`config.mk`:
```
export PLATFORM = sky130hd
export DESIGN_NAME = koe_alu
export DESIGN_NICKNAME = d
export VERILOG_FILES = /design/src/sv/koe_pkg.sv /design/src/sv/koe_alu.sv
export SDC_FILE = /design/constraint.sdc
export NUM_CORES = 2
export LEC_CHECK = 0
export ABC_AREA = 0
export BUFFER_PORTS_ARGS = -buffer_cell sky130_fd_sc_hd__buf_2
export CORE_ASPECT_RATIO = 0.6
export CORE_MARGIN = 1
export CORE_UTILIZATION = 25
export CTS_BUF_LIST = sky130_fd_sc_hd__clkbuf_4 sky130_fd_sc_hd__clkbuf_8
export DETAILED_ROUTE_END_ITERATION = 8
export HOLD_SLACK_MARGIN = 0.03
export PLACE_DENSITY = 0.37
export SLEW_MARGIN = 20
export SYNTH_ARGS = -nofsm -noshare
export SYNTH_HDL_FRONTEND = slang
export SYNTH_SLANG_ARGS = --single-unit
```
`constraint.sdc`:
```
create_clock -name clock -period 8.5 [get_ports clock]
set_input_delay 0.425 -clock clock [delete_from_list [all_inputs] [get_ports clock]]
set_output_delay 0.425 -clock clock [all_outputs]
set_load 0.05 [all_outputs]
```
`src/sv/koe_pkg.sv`:
```
`timescale 1ns / 1ps

package koe_pkg;

   localparam int MAX_QUBITS_DEF     = 10;
   localparam int COMPONENT_BITS_DEF = 32;
   localparam int EXP_BITS           = 48;
   localparam int CSR_ADDR_BITS      = 3;

   // request kinds
   localparam logic [1:0] REQ_WRITE_AMP = 2'd0;
   localparam logic [1:0] REQ_WRITE_OP  = 2'd1;
   localparam logic [1:0] REQ_COMPUTE   = 2'd2;
   localparam logic [1:0] REQ_UNUSED    = 2'd3;

   // result status
   localparam logic [1:0] STATUS_OK    = 2'd0;
   localparam logic [1:0] STATUS_RANGE = 2'd1;
   localparam logic [1:0] STATUS_EQUAL = 2'd2;

   // product selection for the shared multiplier
   localparam logic [1:0] PICK_RE_RE = 2'd0;  // op re * amp re
   localparam logic [1:0] PICK_IM_IM = 2'd1;  // op im * amp im
   localparam logic [1:0] PICK_RE_IM = 2'd2;  // op re * amp im
   localparam logic [1:0] PICK_IM_RE = 2'd3;  // op im * amp re

   typedef struct packed {
      logic       square;
      logic [1:0] pick;
   } koe_mul_cmd_type;

endpackage

```
`src/sv/koe_alu.sv`:
```
`timescale 1ns / 1ps

module koe_alu (
   input  logic                   clock,
   input  koe_pkg::koe_mul_cmd_type cmd,
   input  logic signed [31:0]     op_re,
   input  logic signed [31:0]     op_im,
   input  logic signed [31:0]     amp_re,
   input  logic signed [31:0]     amp_im,
   input  logic [31:0]            mag,
   output logic signed [65:0]     prod
);
   import koe_pkg::*;

   logic signed [32:0] opa;
   logic signed [32:0] opb;
   logic signed [65:0] prod_ff;
   logic signed [65:0] prod_in;

   // one shared 33x33 signed multiplier, registered
   always_comb begin
      if (cmd.square) begin
         opa = $signed({1'b0, mag});
         opb = $signed({1'b0, mag});
      end else begin
         case (cmd.pick)
            PICK_RE_RE: begin
               opa = 33'(op_re);
               opb = 33'(amp_re);
            end
            PICK_IM_IM: begin
               opa = 33'(op_im);
               opb = 33'(amp_im);
            end
            PICK_RE_IM: begin
               opa = 33'(op_re);
               opb = 33'(amp_im);
            end
            default: begin
               opa = 33'(op_im);
               opb = 33'(amp_re);
            end
         endcase
      end
      prod_in = opa * opb;
   end

   always_ff @(posedge clock) begin
      prod_ff <= prod_in;
   end

   assign prod = prod_ff;

endmodule

```
* Yosys cells after proc, flatten, opt, wreduce, memory -nomap -nowiden
Index checks and enable logic that the tools add are counted.
** Cells by class
- Multiply operators :: 1
- Equality and inequality tests :: 2
- Mux-type cells :: 4
- Reductions and logical operators :: 3
** Operator list (number)
- $mux 33 :: 4
- $mul 33x33->66 :: 1
- $reduce_or 2->1 :: 2
- $eq 2x1->1 const B :: 1
- $eq 2x2->1 const B :: 1
- $logic_not 2->1 :: 1
** Storage, ports and cells
- Flip-flop bits (word level) :: 66
- Input bits :: 164

* Longest topological paths before layout
- Word-level depth :: 5
- Gate-level depth with buffers :: 36
- Depth with buffers taken out :: 32

* Worst setup path after synthesis
Ideal clock, no wire load.
- Path type :: input to register
- Start :: input cmd[0] (netlist name)
- End :: register prod_ff[60] (netlist: prod[60])
- Arrival time :: 9178 ps
- Setup slack :: -806 ps
- Stages on the path :: 28
- Path through :: inv_1 ha_1 clkbuf_1 clkbuf_1 mux2_2 o21ai_1 clkbuf_1 nor2_1 fa_1 fa_1 fa_1 fa_1 fa_1 fa_1 fa_1 inv_1 fa_1 inv_1 ha_1 clkbuf_1 a21o_1 a21o_1 a21o_1 a21o_1 a221o_1 a31o_4 a211oi_1 xnor2_1
** On the way
- Cells in the longest elaborated chain, start to end :: 5
- Elaborated cells between the ends (all ways) :: 10
- Those cells by class :: 1 x mul; 2 x eq/ne; 4 x mux; 3 x reduce/logical
** RTL lines
- start, declared :: RTL line koe_alu.sv:5 : input koe_pkg::koe_mul_cmd_type cmd,
- $eq 2x2->1 (tied with other cells) :: RTL line koe_alu.sv:26 : case (cmd.pick)
- $reduce_or 2->1 (no line)
- $mux 33 :: RTL line koe_alu.sv:26
- $mux 33 :: RTL line koe_alu.sv:22 : if (cmd.square) begin
- $mul 33x33->66 * :: RTL line koe_alu.sv:45 : prod_in = opa * opb;
- via prod_in[60] :: RTL line koe_alu.sv:18 : logic signed [65:0] prod_in;
- end signal, assigned :: RTL line koe_alu.sv:49 : prod_ff <= prod_in;
- end, declared :: RTL line koe_alu.sv:17 : logic signed [65:0] prod_ff;
The timed path passes the listed nets; every way through them passes the cells marked *.

* Worst setup path after layout
- Start :: input cmd[1] (netlist name)
- End :: register prod_ff[65] (netlist: prod[65])
The elaborated chain is that of the path after synthesis.

==> impl_metrics.json <==
{
  "drt_iter0_markers": 3248,
  "initial_core_util_pct": 25.2,
  "synth_mux_area_share_pct": 1.36,
  "antenna_found_initial": 13,
  "cp_common_cell": "fa_1",
  "drv_slew": 0,
  "hold_viol": 0,
  "syn_area_mm2": 0.0405,
  "setup_viol": 6,
  "yosys_register_bits": 66,
  "vias_per_cell": 4.49,
  "cts_htree_levels": 3,
  "synth_top_family_by_area": "adder cells",
  "core_mm2": 0.161,
  "setup_ws_ns": -0.0820,
  "cts_tree": "built",
  "status": "finished with violations",
  "place.gp.congestion": 0.949,
  "end_kind": "flop",
  "cts.clk_slew.worst_paths_ns": 0.09,
  "dr.pass1.iters": 6,
  "rsz0062_at_grt": "true",
  "dpl.hpwl_mm": 174,
  "violations": "negative setup slack",
  "synthFlopType": "dfxtp_1",
  "critPathBufInv": 16,
  "final_common_cell": "inv_1",
  "io_pins": 230,
  "grt_max_degree": 43,
  "overflow": 0,
  "cts_sinks": 66,
  "path_delay_family": "adder cells",
  "synth_area_per_cell_um2": 8.96,
  "worst_pin_slew_ns": 0.708,
  "hp-start": "op_re[1]",
  "grt_usage_pct": 24.5,
  "cts.path.max_buffers": 2,
  "crit_type": "input pin to flop",
  "crit_start": "cmd[1]",
  "yosysUniqueCellTypes": 60,
  "synth_compound_gate_area_share_pct": 4.94,
  "cap_violations": 0,
  "synth_warnings": 0,
  "max_freq_mhz": 117,
  "wl_per_cell_um": 25.7,
  "ys_seq_area_share_pct": 3.26,
  "worst_path_max_delay_cell": "fa_1",
  "die_h_um": 314,
  "synthAdderAreaFrac_pct": 63.3,
  "cts_hold_buf": 0,
  "io_buffers": 229,
  "die_area_mm2": 0.164,
  "synth-simple-area-share_pct": 12.9,
  "yosys.area_share.xor_xnor_pct": 1.58,
  "num_rows": 114,
  "grt_pass1_vias": 35400,
  "antenna_left": 0,
  "maxSlewHeadroom_pct": 52.4,
  "synth_fp_nets": 6054,
  "cts_root_buf": "clkbuf_8",
  "fillers": 16800,
  "min_path_type": "input pin to flop",
  "vias": 34200,
  "start_kind": "input pin",
  "drive_gt1_share_pct": 29.0,
  "min_path_cells": 8,
  "cpPeakStageDelay_ns": 0.56,
  "dieWidth_um": 522,
  "path_depth": 40,
  "whs_ns": 0.950,
  "crit_required_ns": 8.86,
  "drc": 0,
  "routed_wl_mm": 196,
  "final-instance-count-excl-fill": 7619,
  "arrival_ns": 8.94,
  "dp.cells": 7493,
  "syn_inst": 4526,
  "synth_edf_count": 0,
  "layout_min_cycle_time_ns": 8.58,
  "period_share_pct": 101,
  "cp_max_fo": 7,
  "largest_register_ffs": 66,
  "fin_nets": 6993,
  "cts_buffers": 9,
  "async_flop_share_pct": 0,
  "grt_first_pass_wirelength_mm": 278,
  "area_delta_synth_final_pct": 35.2,
  "layout_common_cells": "inv_1 (1090), fa_1 (1044), buf_4 (672)"
}
[path summary, 6_finish.rpt]
kind                        to  slack, ns
worst max-delay path  prod[65]      -0.08
worst min-delay path   prod[1]       0.95
[cells by family after synthesis]
group | after synthesis
compound gates | 304
xor+xnor | 73
fa+ha+maj | 1364
buf+inv | 1374
flops | 66
mux | 53
simple gates | 1292
[per-stage QoR]
step	instance area (um2)	worst slack, ns	TNS, ns	util, %
6_report	54800	-0.0820	-0.242	34.0
5_1_grt	54800	-0.278	-2.60	34.0
4_1_cts	53200	-0.0626	-0.168	33.0
3_5_place_dp	51400	-1.90	-53.80	31.9
3_3_place_gp	51400	-1.84	-54.67	31.9
2_1_floorplan	40700	0.00111	0	-
[timing repair]
item | CTS | global route
pin swaps | 116 | 191
endpoints found under the setup margin | 40 | 28
setup buffers | 49 | 66
gates resized for setup | 261 | 306
endpoints found under the hold margin | 0 | 0
cloned | 3 | 0
[final cells by class]
type | instances | area, um2 | share of cell area [%]
inverter | 1161 | 4370 | 7.98
antenna | 3 | 7.51 | 0.0137
multi-input combinational | 3086 | 35900 | 65.4
clock buffer | 9 | 124 | 0.226
tap | 2146 | 2690 | 4.90
clock inverter | 7 | 98.8 | 0.180
sequential | 66 | 1320 | 2.41
timing repair buffer | 1141 | 10300 | 18.9
[synth_stat cells (all sizes together), types with 3 or more instances]
master	n	area [um2]
dfxtp	66	1320
o21bai	9	67.6
a21o	61	459
nand3	10	50.1
a21boi	21	158
fa	1144	22900
o21a	15	113
ha	220	2750
and4	4	35.0
and2	3	18.8
a211oi	18	135
mux2i	36	360
a31oi	9	56.3
nor2	608	2280
nor3	18	90.1
a21oi	79	399
or3	6	37.5
a31o	4	43.8
nor2b	16	100
or2	21	131
nand4	16	100
inv	1160	4350
nor3b	3	22.5
xnor2	53	464
mux2	17	191
clkbuf	201	754
and3	10	62.6
nand2b	41	257
nand2	531	1990
xor2	20	175
o211ai	6	45.0
o21ai	61	309
buf	12	50.1
[worst min-delay path: cells and delay by family]
family	cells	cell delay (ns)
fa+ha+maj	1	0.15
mux	1	0.10
simple gates	1	0.13
buf+inv	4	0.49
compound gates	1	0.07
[routing by layer]
layer  GRT usage [%]  up-vias  part of all wire (%)
li1                -    14900                     -
met1            41.5    17700                    53
met2            26.8     1532                    32
met3            10.8       93                    14
met4            2.87        4                   1.2
met5               0        -                 0.011
Power is not shown: default switching activity piles up to over one toggle a cycle in this logic, so the estimate is an artifact.
